`src/tcce_ram.sv`:
```
// ----------------------------------------------------------------------------
// Generic RAM
// One write port and one read port with registered read data.
// ----------------------------------------------------------------------------
module tcce_ram #(
  parameter int WIDTH = 8,
  parameter int DEPTH = 256
) (
  input  logic                     clk,
  input  logic                     we,
  input  logic [$clog2(DEPTH)-1:0] waddr,
  input  logic [WIDTH-1:0]         wdata,
  input  logic [$clog2(DEPTH)-1:0] raddr,
  output logic [WIDTH-1:0]         rdata
);

  logic [WIDTH-1:0] mem [DEPTH];

  always_ff @(posedge clk) begin
    if (we) begin
      mem[waddr] <= wdata;
    end
    rdata <= mem[raddr];
  end

endmodule

```
`config.mk`:
```
export PLATFORM = sky130hd
export DESIGN_NAME = tcce_ram
export DESIGN_NICKNAME = d
export VERILOG_FILES = /design/src/tcce_ram.sv
export SDC_FILE = /design/constraint.sdc
export NUM_CORES = 2
export LEC_CHECK = 0
export ABC_AREA = 1
export BUFFER_PORTS_ARGS = -buffer_cell sky130_fd_sc_hd__clkbuf_2
export CAP_MARGIN = 40
export CELL_PAD_IN_SITES_DETAIL_PLACEMENT = 1
export CELL_PAD_IN_SITES_GLOBAL_PLACEMENT = 2
export CORE_AREA = 10 10 384 573
export DETAILED_ROUTE_END_ITERATION = 8
export DIE_AREA = 0 0 394 583
export HOLD_SLACK_MARGIN = 0.12
export PLACE_DENSITY_LB_ADDON = 0.1
export REMOVE_ABC_BUFFERS = 1
export SETUP_SLACK_MARGIN = 0.1
export SYNTH_ARGS = -nofsm -noshare
export SYNTH_HDL_FRONTEND = slang
export SYNTH_SLANG_ARGS = --single-unit
```
`constraint.sdc`:
```
create_clock -name clk -period 1.6 [get_ports clk]
set_input_delay 0.08 -clock clk [delete_from_list [all_inputs] [get_ports clk]]
set_output_delay 0.08 -clock clk [all_outputs]
set_load 0.05 [all_outputs]
```
==> flow_metrics.tcl <==
set metrics [dict create \
    outcome "completed" \
    syn_area_sq_um 83400 \
    tritoncts "done" \
    slew_headroom_pct 45.87 \
    grt_first_pass_wirelength_microns 419100 \
    die_outline_height_microns 583 \
    postLayoutSetupSlackWorst_ns 0.005373 \
    grt_antenna_before_repair 17 \
    cts_max_level 4 \
    routed_wl_microns 288800 \
    postSynthRegisterBits 2056 \
    synth-seq-area-share_pct 73.94 \
    synth.top_cells.by_area "sky130_fd_sc_hd__edfxtp_1, sky130_fd_sc_hd__nand3_1, sky130_fd_sc_hd__nand2_1" \
    share_of_the_clock_period_used_by_the_worst_path_after_layout_pct 99.66 \
    yosysTopAreaCell "sky130_fd_sc_hd__edfxtp_1" \
    clock_path_buffers 4 \
    slew_violations 0 \
    cts-buffers-inserted 207 \
    cts.sinks 2056 \
    min_path_type "input pin to flop" \
    crit_required_ns 2.35 \
    peakVddDrop_v 0.0009687 \
    finalSetupViolCount 0 \
    drt_pass1_iterations 5 \
    drcViolationCount 0 \
    synth_top_cell_area_share_pct 73.74 \
    port_buffers 33 \
    drive_gt1_share_pct 20.59 \
    die_w_microns 394 \
    boundaryPins 34 \
    kind_of_critical_path "flop to flop" \
    cts.reportedPaths.clkPinSlew_ns 0.06 \
    worstMarginPinSlew_ns 0.8111 \
    syn2layout_area_growth_pct 23.31 \
    numPlacedInstances 10190 \
    via_count 57420 \
    post_synth_num_cell_types 14 \
    ant_nets 0 \
    post_drt_via_cell_ratio 5.426 \
    groute.usage.overall_pct 24.55 \
    power_density_nw_per_um2 1127 \
    cts_root_buffer "sky130_fd_sc_hd__clkbuf_16" \
    drv_cap 0 \
    synthesis.instances 7003 \
    core_region_area_sq_um 209300 \
    critPathMaxFanout 1 \
    fin_worst_hold_slack_ns 0.1773 \
    clock_latency_at_the_later_pin_of_the_worst_skew_pair_ns 0.86 \
    gp_routability_congestion 0.8330 \
    initial_utilization_pct 39.85 \
    placement_rows 206 \
    worst_setup_path_end_kind "flop" \
    cp.arrival_ns 2.34 \
    hold_violations 0 \
    dr.first_iter.drc_count 4484 \
    layout.nets 7634 \
    cts.repair_timing.setup_buffer_count 0 \
    first_global_vias 60250 \
    finalCriticalPeriod_ns 1.595 \
    leakagePower_uw 0.03698 \
    hpwlAfterDp_microns 193200 \
    grt_start_max_net_pins 69 \
    synthesis.area_per_instance_sq_um 11.91 \
    instances_no_fill 10580 \
    routed_wire_length_per_instance_microns 27.29 \
    ys.warnings.count 0 \
    nature_of_the_critical_path_startpoint "flop" \
    timing.fmax_ghz 0.6271 \
    fp.dieArea_sq_um 229700 \
    rsz0062_at_grt "yes" \
    clock-skew-final_ns 0.05540 \
    post-place-ws_ns -1.211 \
    gr-total-overflow 0 \
]
## layout by cell type, fill, tap and decap left out, drive strengths merged
cell / n
bufinv: 12
nand3: 2019
clkinvlp: 9
dfxtp: 8
clkinv: 84
buf: 845
nand2: 2123
nor2: 283
edfxtp: 2048
diode: 5
clkbuf: 282
inv: 42
dlygate4sd3: 14
## final cells by class
class | instances | area, sq um
clock inverters | 108 | 848.3
flip-flops and latches | 2056 | 61690
multi-input cells | 4425 | 21920
fillers | 21550 | 106500
well taps | 2808 | 3513
repair buffers | 879 | 9169
inverters | 39 | 182.7
clock buffers | 262 | 5502
diodes | 5 | 12.51
## report_power, final
| group | internal [uW] | leakage [uW] | switching [uW] |
|---|---|---|---|
| clock network | 26200 | 0.00309 | 20700 |
| logic | 3070 | 0.0154 | 6590 |
| registers | 59300 | 0.0185 | 85.1 |
| total | 88600 | 0.0370 | 27400 |
## routing by layer
metal	part of all wire (%)	vias to the layer above	wire, microns	global-route usage, %
met5	0.0094	-	27	0
met4	4.3	4	12480	9.600
li1	-	26080	-	-
met2	52	1261	149800	44.34
met1	40	29600	115300	30.07
met3	3.9	479	11180	2.500
## critical path: stages, from the launching register on
cell and delay [ns]:
sky130_fd_sc_hd__edfxtp_1 0.36, sky130_fd_sc_hd__nand2_1 0.08, sky130_fd_sc_hd__nand3_1 0.08, sky130_fd_sc_hd__nand3_1 0.11, sky130_fd_sc_hd__nand3_2 0.10, sky130_fd_sc_hd__nand3_2 0.09
sky130_fd_sc_hd__buf_6 0.13, sky130_fd_sc_hd__nand3_2 0.07, sky130_fd_sc_hd__buf_6 0.13, sky130_fd_sc_hd__nand3_4 0.12, sky130_fd_sc_hd__nand2_4 0.09, sky130_fd_sc_hd__nand2_4 0.08
sky130_fd_sc_hd__nand2_1 0.07
## what timing repair did
item / in CTS / in global routing
setup endpoints to repair: 16 / 16
hold endpoints to repair: 2081 / 0
hold buffers: 14 / 0
resized for setup: 438 / 147
pin swaps: 96 / 92
## cell families after synthesis
kind of cell,count (synthesis),share of synthesized area [%]
buffers and inverters,522,3.119
AND/OR/NAND/NOR,4425,22.95
flip-flops,2056,73.94
## flip-flops by register name, indices dropped and copies added (netlist names)
signal  flops
mem      2048
rdata       8
## stage by stage
step	total power [uW]	util [%]	instance area, sq um	setup TNS, ns
2_1_floorplan	63780	-	80940	-32.98
3_3_place_gp	69300	44.58	93300	-260.27
3_5_place_dp	69390	44.58	93300	-280.95
4_1_cts	116800	48.77	102100	0
5_1_grt	119600	49.13	102800	-0.2031
6_report	115900	49.14	102800	0
## path summary, 6_finish.rpt
check | endpoint | startpoint | cells after the start | slack (ns)
worst min-delay path | mem[108][7] | wdata[7] | 2 | 0.18
worst max-delay path | rdata[5] | mem[131][5] | 12 | 0.005
worst min register to register | rdata[2] | mem[82][2] | 10 | 0.99
worst max register to register | rdata[5] | mem[131][5] | 12 | 0.005
## synthesized netlist by cell type
master / instances
sky130_fd_sc_hd__inv_4: 1
sky130_fd_sc_hd__nand3_1: 2019
sky130_fd_sc_hd__edfxtp_1: 2048
sky130_fd_sc_hd__buf_4: 46
sky130_fd_sc_hd__buf_2: 268
sky130_fd_sc_hd__buf_1: 40
sky130_fd_sc_hd__buf_6: 16
sky130_fd_sc_hd__inv_2: 2
sky130_fd_sc_hd__nand2_1: 2123
sky130_fd_sc_hd__buf_8: 1
sky130_fd_sc_hd__dfxtp_1: 8
sky130_fd_sc_hd__nor2_1: 283
sky130_fd_sc_hd__inv_1: 36
sky130_fd_sc_hd__clkbuf_1: 112
(Power assumes the default switching activity.)
