[src/tcce_pkg.sv]
// ----------------------------------------------------------------------------
// Text console cursor engine package
// Geometry, field layouts, operation codes and the tab width table shared by
// the console sequencer, its address unit and the top level.
// ----------------------------------------------------------------------------
package tcce_pkg;

  // Screen geometry
  localparam int COLUMNS  = 80;
  localparam int ROWS     = 25;
  localparam int TAB_STOP = 4;
  localparam int CELLS    = COLUMNS * ROWS;

  localparam int COL_W  = (COLUMNS > 1) ? $clog2(COLUMNS) : 1;
  localparam int ROW_W  = (ROWS > 1) ? $clog2(ROWS) : 1;
  localparam int ADDR_W = $clog2(CELLS);
  localparam int TAB_W  = $clog2(TAB_STOP + 1);

  // Character codes
  localparam logic [7:0] CH_NEWLINE = 8'h0A;
  localparam logic [7:0] CH_RETURN  = 8'h0D;
  localparam logic [7:0] CH_TAB     = 8'h09;
  localparam logic [7:0] CH_SPACE   = 8'h20;
  localparam logic [7:0] CH_BLANK   = 8'h00;

  localparam logic [7:0] RESET_COLOR = 8'h07;

  // Operation codes
  localparam logic [1:0] OP_PUT   = 2'd0;
  localparam logic [1:0] OP_READ  = 2'd1;
  localparam logic [1:0] OP_CLEAR = 2'd2;

  // Register file
  localparam int         PADDR_W           = 3;
  localparam logic [0:0] REG_DEFAULT_COLOR = 1'b0;

  typedef struct packed {
    logic [1:0] operation;
    logic [7:0] char_code;
    logic [6:0] read_col;
    logic [4:0] read_row;
  } in_item_t;

  typedef struct packed {
    logic [6:0]  cursor_col;
    logic [4:0]  cursor_row;
    logic [10:0] cursor_pos;
    logic [7:0]  cell_char;
    logic [7:0]  cell_color;
  } out_item_t;

  // Write request towards the character and colour stores; reads share addr
  typedef struct packed {
    logic              char_we;
    logic              color_we;
    logic [ADDR_W-1:0] addr;
    logic [7:0]        char_wd;
    logic [7:0]        color_wd;
  } mem_req_t;

  // Spaces a tab emits from each column, fixed when the tab arrives
  typedef logic [TAB_W-1:0] tab_tbl_t [2**COL_W];

  function automatic tab_tbl_t build_tab();
    tab_tbl_t tbl;
    for (int i = 0; i < 2**COL_W; i++) begin
      tbl[i] = TAB_W'(TAB_STOP - (i % TAB_STOP));
    end
    return tbl;
  endfunction

  localparam tab_tbl_t TAB_SPACES = build_tab();

endpackage

[src/tcce_addr_unit.sv]
// ----------------------------------------------------------------------------
// Console address unit
// Maps a row and column to a linear cell index. With rotate set, the row is
// first offset by the scroll base, so the store behaves as a ring of rows.
// ----------------------------------------------------------------------------
module tcce_addr_unit (
  input  logic [tcce_pkg::ROW_W-1:0]  row,
  input  logic [tcce_pkg::COL_W-1:0]  col,
  input  logic                        rotate,
  input  logic [tcce_pkg::ROW_W-1:0]  base,
  output logic [tcce_pkg::ADDR_W-1:0] lin
);

  import tcce_pkg::*;

  logic [ROW_W:0]   row_sum;
  logic [ROW_W-1:0] phys_row;

  always_comb begin
    row_sum = {1'b0, row} + (rotate ? {1'b0, base} : '0);
    // wrap once round the ring
    if (row_sum >= (ROW_W + 1)'(ROWS)) begin
      phys_row = ROW_W'(row_sum - (ROW_W + 1)'(ROWS));
    end else begin
      phys_row = ROW_W'(row_sum);
    end
    lin = ADDR_W'(phys_row * ADDR_W'(COLUMNS)) + ADDR_W'(col);
  end

endmodule

[src/tcce_seq.sv]
// ----------------------------------------------------------------------------
// Console sequencer
// Interprets one command at a time: writes characters, reads cells, moves the cursor,
// walks the cell counter through the reset sweep, clears and bottom-row blanking on scroll.
// ----------------------------------------------------------------------------
module tcce_seq (
  input  logic                  clk,
  input  logic                  rst,
  input  logic                  start,
  output logic                  busy,
  input  tcce_pkg::in_item_t    item,
  output logic                  done,
  output tcce_pkg::out_item_t   result,
  input  logic [7:0]            fill_color,
  output tcce_pkg::mem_req_t    mem_req,
  input  logic [7:0]            rd_char_q,
  input  logic [7:0]            rd_color_q
);

  import tcce_pkg::*;

  typedef enum logic [6:0] {
    S_IDLE   = 7'b0000001,
    S_EXEC   = 7'b0000010,
    S_PUT    = 7'b0000100,
    S_SCROLL = 7'b0001000,
    S_SWEEP  = 7'b0010000,
    S_READ   = 7'b0100000,
    S_DONE   = 7'b1000000
  } state_t;

  state_t            state;
  state_t            ret_state;
  in_item_t          cmd;
  logic [COL_W-1:0]  cur_col;
  logic [ROW_W-1:0]  cur_row;
  logic [ROW_W-1:0]  base;
  logic [ADDR_W-1:0] sweep_addr;
  logic [ADDR_W-1:0] sweep_last;
  logic [7:0]        sweep_color;
  logic [TAB_W-1:0]  tab_left;
  logic [7:0]        put_char;
  logic [7:0]        rd_char;
  logic [7:0]        rd_color;

  logic [ROW_W-1:0]  au_row;
  logic [COL_W-1:0]  au_col;
  logic              au_rotate;
  logic [ADDR_W-1:0] au_lin;

  logic              col_last;
  logic              row_last;
  logic              read_ok;

  tcce_addr_unit u_addr (
    .row    (au_row),
    .col    (au_col),
    .rotate (au_rotate),
    .base   (base),
    .lin    (au_lin)
  );

  assign busy     = (state != S_IDLE);
  assign col_last = (cur_col == COL_W'(COLUMNS - 1));
  assign row_last = (cur_row == ROW_W'(ROWS - 1));
  assign read_ok  = ({1'b0, cmd.read_col} < 8'(COLUMNS)) &&
                    ({2'b0, cmd.read_row} < 7'(ROWS));

  // Address unit input selection
  always_comb begin
    au_row    = cur_row;
    au_col    = cur_col;
    au_rotate = 1'b1;
    case (state)
      S_EXEC: begin
        au_row = ROW_W'(cmd.read_row);
        au_col = COL_W'(cmd.read_col);
      end
      S_PUT: begin
        au_rotate = 1'b1;
      end
      S_SCROLL: begin
        au_row = '0;
        au_col = '0;
      end
      default: begin
        au_rotate = 1'b0;
      end
    endcase
  end

  always_comb begin
    mem_req          = '0;
    mem_req.addr     = au_lin;
    mem_req.char_wd  = put_char;
    mem_req.color_wd = sweep_color;
    case (state)
      S_PUT: begin
        mem_req.char_we = 1'b1;
      end
      S_SWEEP: begin
        mem_req.addr     = sweep_addr;
        mem_req.char_we  = 1'b1;
        mem_req.color_we = 1'b1;
        mem_req.char_wd  = CH_BLANK;
      end
      default: begin
        mem_req.char_we = 1'b0;
      end
    endcase
  end

  always_ff @(posedge clk) begin
    if (rst) begin
      state       <= S_SWEEP;
      ret_state   <= S_IDLE;
      sweep_addr  <= '0;
      sweep_last  <= ADDR_W'(CELLS - 1);
      sweep_color <= RESET_COLOR;
      cur_col     <= '0;
      cur_row     <= '0;
      base        <= '0;
      done        <= 1'b0;
    end else begin
      done <= 1'b0;
      case (state)
        S_IDLE: begin
          if (start) begin
            cmd      <= item;
            rd_char  <= '0;
            rd_color <= '0;
            state    <= S_EXEC;
          end
        end

        S_EXEC: begin
          state <= S_DONE;
          if (cmd.operation == OP_PUT) begin
            if (cmd.char_code == CH_NEWLINE) begin
              cur_col <= '0;
              if (row_last) begin
                ret_state <= S_DONE;
                state     <= S_SCROLL;
              end else begin
                cur_row <= cur_row + 1'b1;
              end
            end else if (cmd.char_code == CH_RETURN) begin
              cur_col <= '0;
            end else if (cmd.char_code == CH_TAB) begin
              tab_left <= TAB_SPACES[cur_col];
              put_char <= CH_SPACE;
              state    <= S_PUT;
            end else begin
              tab_left <= TAB_W'(1);
              put_char <= cmd.char_code;
              state    <= S_PUT;
            end
          end else if (cmd.operation == OP_READ) begin
            // read issued this cycle, data lands next cycle
            if (read_ok) begin
              state <= S_READ;
            end
          end else if (cmd.operation == OP_CLEAR) begin
            cur_col     <= '0;
            cur_row     <= '0;
            base        <= '0;
            sweep_addr  <= '0;
            sweep_last  <= ADDR_W'(CELLS - 1);
            sweep_color <= fill_color;
            ret_state   <= S_DONE;
            state       <= S_SWEEP;
          end
        end

        S_PUT: begin
          tab_left <= tab_left - 1'b1;
          if (col_last) begin
            cur_col <= '0;
            if (!row_last) begin
              cur_row <= cur_row + 1'b1;
            end
          end else begin
            cur_col <= cur_col + 1'b1;
          end
          if (col_last && row_last) begin
            ret_state <= (tab_left != TAB_W'(1)) ? S_PUT : S_DONE;
            state     <= S_SCROLL;
          end else if (tab_left == TAB_W'(1)) begin
            state <= S_DONE;
          end
        end

        S_SCROLL: begin
          // old top physical row becomes the blank bottom row
          sweep_addr  <= au_lin;
          sweep_last  <= au_lin + ADDR_W'(COLUMNS - 1);
          sweep_color <= fill_color;
          base        <= (base == ROW_W'(ROWS - 1)) ? '0 : base + 1'b1;
          state       <= S_SWEEP;
        end

        S_SWEEP: begin
          if (sweep_addr == sweep_last) begin
            state <= ret_state;
          end else begin
            sweep_addr <= sweep_addr + 1'b1;
          end
        end

        S_READ: begin
          rd_char  <= rd_char_q;
          rd_color <= rd_color_q;
          state    <= S_DONE;
        end

        S_DONE: begin
          result.cursor_col <= 7'(cur_col);
          result.cursor_row <= 5'(cur_row);
          result.cursor_pos <= 11'(au_lin);
          result.cell_char  <= rd_char;
          result.cell_color <= rd_color;
          done              <= 1'b1;
          state             <= S_IDLE;
        end

        default: begin
          state <= S_IDLE;
        end
      endcase
    end
  end

endmodule

[config.mk]
export PLATFORM = sky130hd
export DESIGN_NAME = tcce_seq
export DESIGN_NICKNAME = d
export VERILOG_FILES = /design/src/tcce_pkg.sv /design/src/tcce_addr_unit.sv /design/src/tcce_seq.sv
export SDC_FILE = /design/constraint.sdc
export NUM_CORES = 1
export LEC_CHECK = 0
export BUFFER_PORTS_ARGS = -buffer_cell sky130_fd_sc_hd__buf_2
export CORE_ASPECT_RATIO = 0.9
export CORE_MARGIN = 2
export CORE_UTILIZATION = 40
export CTS_CLUSTER_SIZE = 8
export DETAILED_ROUTE_END_ITERATION = 6
export SYNTH_ARGS = -nofsm -noshare
export SYNTH_HDL_FRONTEND = slang
export SYNTH_HIERARCHICAL = 1
export SYNTH_SLANG_ARGS = --single-unit
[constraint.sdc]
create_clock -name clk -period 7.4 [get_ports clk]
set_input_delay 1.48 -clock clk [delete_from_list [all_inputs] [get_ports clk]]
set_output_delay 1.48 -clock clk [all_outputs]
set_load 0.05 [all_outputs]
==> results.py <==
metrics = {
    "yosys": {
        "syn_nets": 768,
        "synth_compound_gate_area_share": 0.146,
        "synth_seq_cells": 146,
        "synth_ff_type": "edfxtp_1",
        "synth.area.mux_share": 0.0103,
        "synth_fa_ha_area_frac": 0.0528,
        "yosysMostFrequentCell": "edfxtp_1",
        "syn-cell-area_mm2": 0.00730,
        "synthCells": 690,
        "synth_top_family_by_area": "simple AND/OR/NAND/NOR gates",
        "yosys-top-cells-area": "edfxtp_1 36%, dfxtp_1 16%, ha_1 4.5%",
        "synth_commonest_cells": "88 x edfxtp_1, 80 x nand2_1, 58 x dfxtp_1, 35 x and2_1, 31 x a21oi_1",
        "yosys_warnings": 6,
        "synth-simple-area-share": 0.185,
        "avgSynthCellArea_um2": 10.6,
        "synth_xor_area_frac": 0.0420,
        "yosysTopAreaCell": "edfxtp_1",
        "ys_async_sr_fraction": 0,
        "synth_cell_types": 74,
        "synth-edff-count": 88,
        "seq_area_frac_synth": 0.521,
        "yosysTopAreaCellShare": 0.362,
    },
    "setup_path": {
        "r2r-end": "sweep_last[10]$_SDFFE_PP1P_",
        "critPathSlowestCell": "fa_1",
        "critPathKind": "flop to output pin",
        "worstPathRequired_ns": 5.92,
        "rrSetupSlack_ns": 1.77,
        "cpPeakStageDelay_ns": 0.58,
        "worst_setup_path_start_kind": "flop",
        "critPathArrivalTime_ns": 5.76,
        "crit_buf_inv": 4,
        "cp_top_family": "adder cells",
        "crit_fanout": 6,
        "critPathCaptureType": "output pin",
        "r2r_cells": 23,
        "crit_top_cell": "ha_4",
        "worstPathCellList": "nor4_4 > nand3_2 > buf_6 > a22o_4 > fa_1 > inv_2 > ha_4 > o31a_1 > a41o_1 > nor2_2 > mux2_4 > ha_4 > ha_4 > fa_1 > nand2_2 > nor2b_4 > o21ai_2 > a221oi_2 > xnor2_1 > inv_1 > o21ai_4 > buf_6",
        "worstReg2RegStart": "state[5]$_SDFFE_PP0P_",
    },
    "finish": {
        "n_antenna_cell": 0,
        "fillers": 1645,
        "drive_gt1_frac": 0.263,
        "fin_nets": 893,
        "synthToLayoutAreaGrowth_pct": 22.4,
    },
    "hold_path": {
        "hp-start": "rd_char[4]$_SDFFCE_PP0P_",
        "holdPathEnd": "result[12]$_DFFE_PP_",
        "whs_path_depth": 0,
        "holdCritPathClass": "flop to flop",
    },
    "clocking": {
        "cts-root-buf": "clkbuf_16",
        "clk_latency_ns": 0.42,
        "clock-sinks": 146,
        "cts_made_buffers": 17,
        "htree_levels": 4,
        "clk_pin_slew_ns": 0.07,
        "cts_tree": "done",
        "clock_path_buffers": 2,
    },
    "floorplan": {
        "coreArea_mm2": 0.0177,
        "initial_core_util": 0.412,
        "dieArea_mm2": 0.0194,
        "die_h_um": 132,
        "ios": 119,
        "fp.dieW_um": 146,
        "rows": 46,
    },
    "global_routing": {
        "grt_pass1_vias": 5801,
        "globalRouteTotalUtil": 0.193,
        "grt_overflow": 0,
        "grt_pass1_wl_um": 29700,
        "grt_start_max_net_pins": 40,
        "antenna_found_initial": 0,
    },
    "sta": {
        "tightest_slew_ns": 1.08,
        "min_period_ns": 7.24,
        "slew_viol_final": 0,
        "max_freq_ghz": 0.138,
        "fin_skew_ns": 0.00985,
        "setup_violations": 0,
        "slew_headroom": 0.277,
        "period_share": 0.978,
        "hold_viol": 0,
        "rsz0062_at_grt": "yes",
        "fin_setup_tns_ns": 0,
    },
    "detailed_routing": {
        "drt_iter0_drc": 448,
        "post-route-drc-count": 0,
        "dr.pass1.iters": 5,
        "wirelength_um": 18700,
        "num_vias": 5859,
        "drt-vias-per-instance": 5.49,
        "drt-wirelength-per-cell_um": 17.5,
        "ant_nets": 0,
    },
    "placement": {
        "io_buffers": 118,
        "place_congestion": 0.843,
        "dpl.hpwl_um": 13200,
    },
    "job": {
        "maxCapViolCount": 0,
    },
    "pwr": {
        "power_density_mw_per_mm2": 210,
        "vdd_drop_max_uv": 156,
        "total_power_mw": 1.88,
        "p_leak_nw": 3.49,
    },
    "status": {
        "status": "finished, final reports clean",
    },
}
power by group:
part           internal [mW]  switching, mW
combinational         0.0544          0.126
sequential             0.863         0.0180
clock                  0.449          0.368
through the flow:
stage	hold slack (ns)	setup WS (ns)	util	instances	area [um^2]
detailed placement	0.405	-0.0727	0.461	1026	8170
floorplan	0.400	0.0855	-	690	7310
global placement	0.401	0.174	0.461	1026	8170
CTS	0.419	0.0126	0.498	1064	8820
global route	0.422	-0.0751	0.504	1068	8940
finish	0.418	0.162	0.504	1068	8940
worst max path at each step:
stage,cells past startpoint,endpoint,from
after floorplan,23,mem_req[26],state[4]$_SDFFE_PP1P_
after global placement,22,mem_req[26],state[5]$_SDFFE_PP0P_
after detailed placement,22,mem_req[26],state[5]$_SDFFE_PP0P_
after CTS,23,mem_req[26],state[0]$_SDFFE_PP0P_
after global routing,22,mem_req[26],state[5]$_SDFFE_PP0P_
final,22,mem_req[26],state[5]$_SDFFE_PP0P_
cells in the final DEF (no fill, tap or decap), drive strengths merged, types with 26 or more instances in the layout:
master,synthesis,layout
o21ai,30,30
edfxtp,88,88
a21oi,31,31
dfxtp,58,58
and2,35,35
nor2,31,31
nand2,80,80
inv,28,35
buf,21,150
ha,26,26
layout make-up:
class                   instances  area [um^2]  area share
clock buffers                  18          439      0.0491
clock inverters                14          120      0.0134
inverters                      28          105      0.0118
multi-input cells             472         3320       0.372
flip-flops and latches        146         3810       0.426
well taps                     240          300      0.0336
repair buffers                150          841      0.0940
flip-flops by register name (all words and copies together), names as in the netlist, 3 cells and up:
register / count
put_char: 8
rd_char: 8
cur_row: 5
sweep_last: 11
base: 5
result: 39
sweep_addr: 11
cur_col: 7
tab_left: 3
ret_state: 3
cmd: 22
sweep_color: 8
rd_color: 8
state: 7
kinds of logic (layout without fill, tap and decap cells):
logic type	after synthesis	after routing
xor gates and xnor gates	35	35
AOI/OAI and AO/OA	153	153
adders and majority gates	29	29
muxes	7	7
buffers and inverters	72	210
DFF	146	146
and+or+nand+nor	248	248
what timing repair did:
item,4_1_cts,5_1_grt
hold buffers,0,0
resized for setup,13,21
pin swaps,10,13
endpoints found under the hold margin,0,0
setup endpoints to repair,1,1
buffers inserted,6,4
worst reg2reg max path, stage by stage, from the launching register on:
cell and delay, ns:
dfxtp_4 0.37, nor4_4 0.34, nand3_2 0.18, buf_6 0.17, a22o_4 0.26, fa_1 0.58, inv_2 0.08, ha_4 0.16
o31a_1 0.28, a41o_1 0.28, nor2_2 0.15, mux2_4 0.35, ha_4 0.23, ha_4 0.16, fa_1 0.52, nand2_2 0.09
nor2b_4 0.14, o21ai_2 0.07, a221oi_2 0.28, xnor2_1 0.19, buf_4 0.18, nor3b_1 0.05, o32ai_1 0.28, nand2_1 0.08
metal layers:
metal | track usage | wire [um] | up-vias
li1 | - | - | 2795
met1 | 0.254 | 8530 | 2817
met2 | 0.310 | 8710 | 210
met3 | 0.0505 | 1140 | 37
met4 | 0.0685 | 315 | 0
met5 | 0 | 0 | -
(Power assumes the default switching activity.)
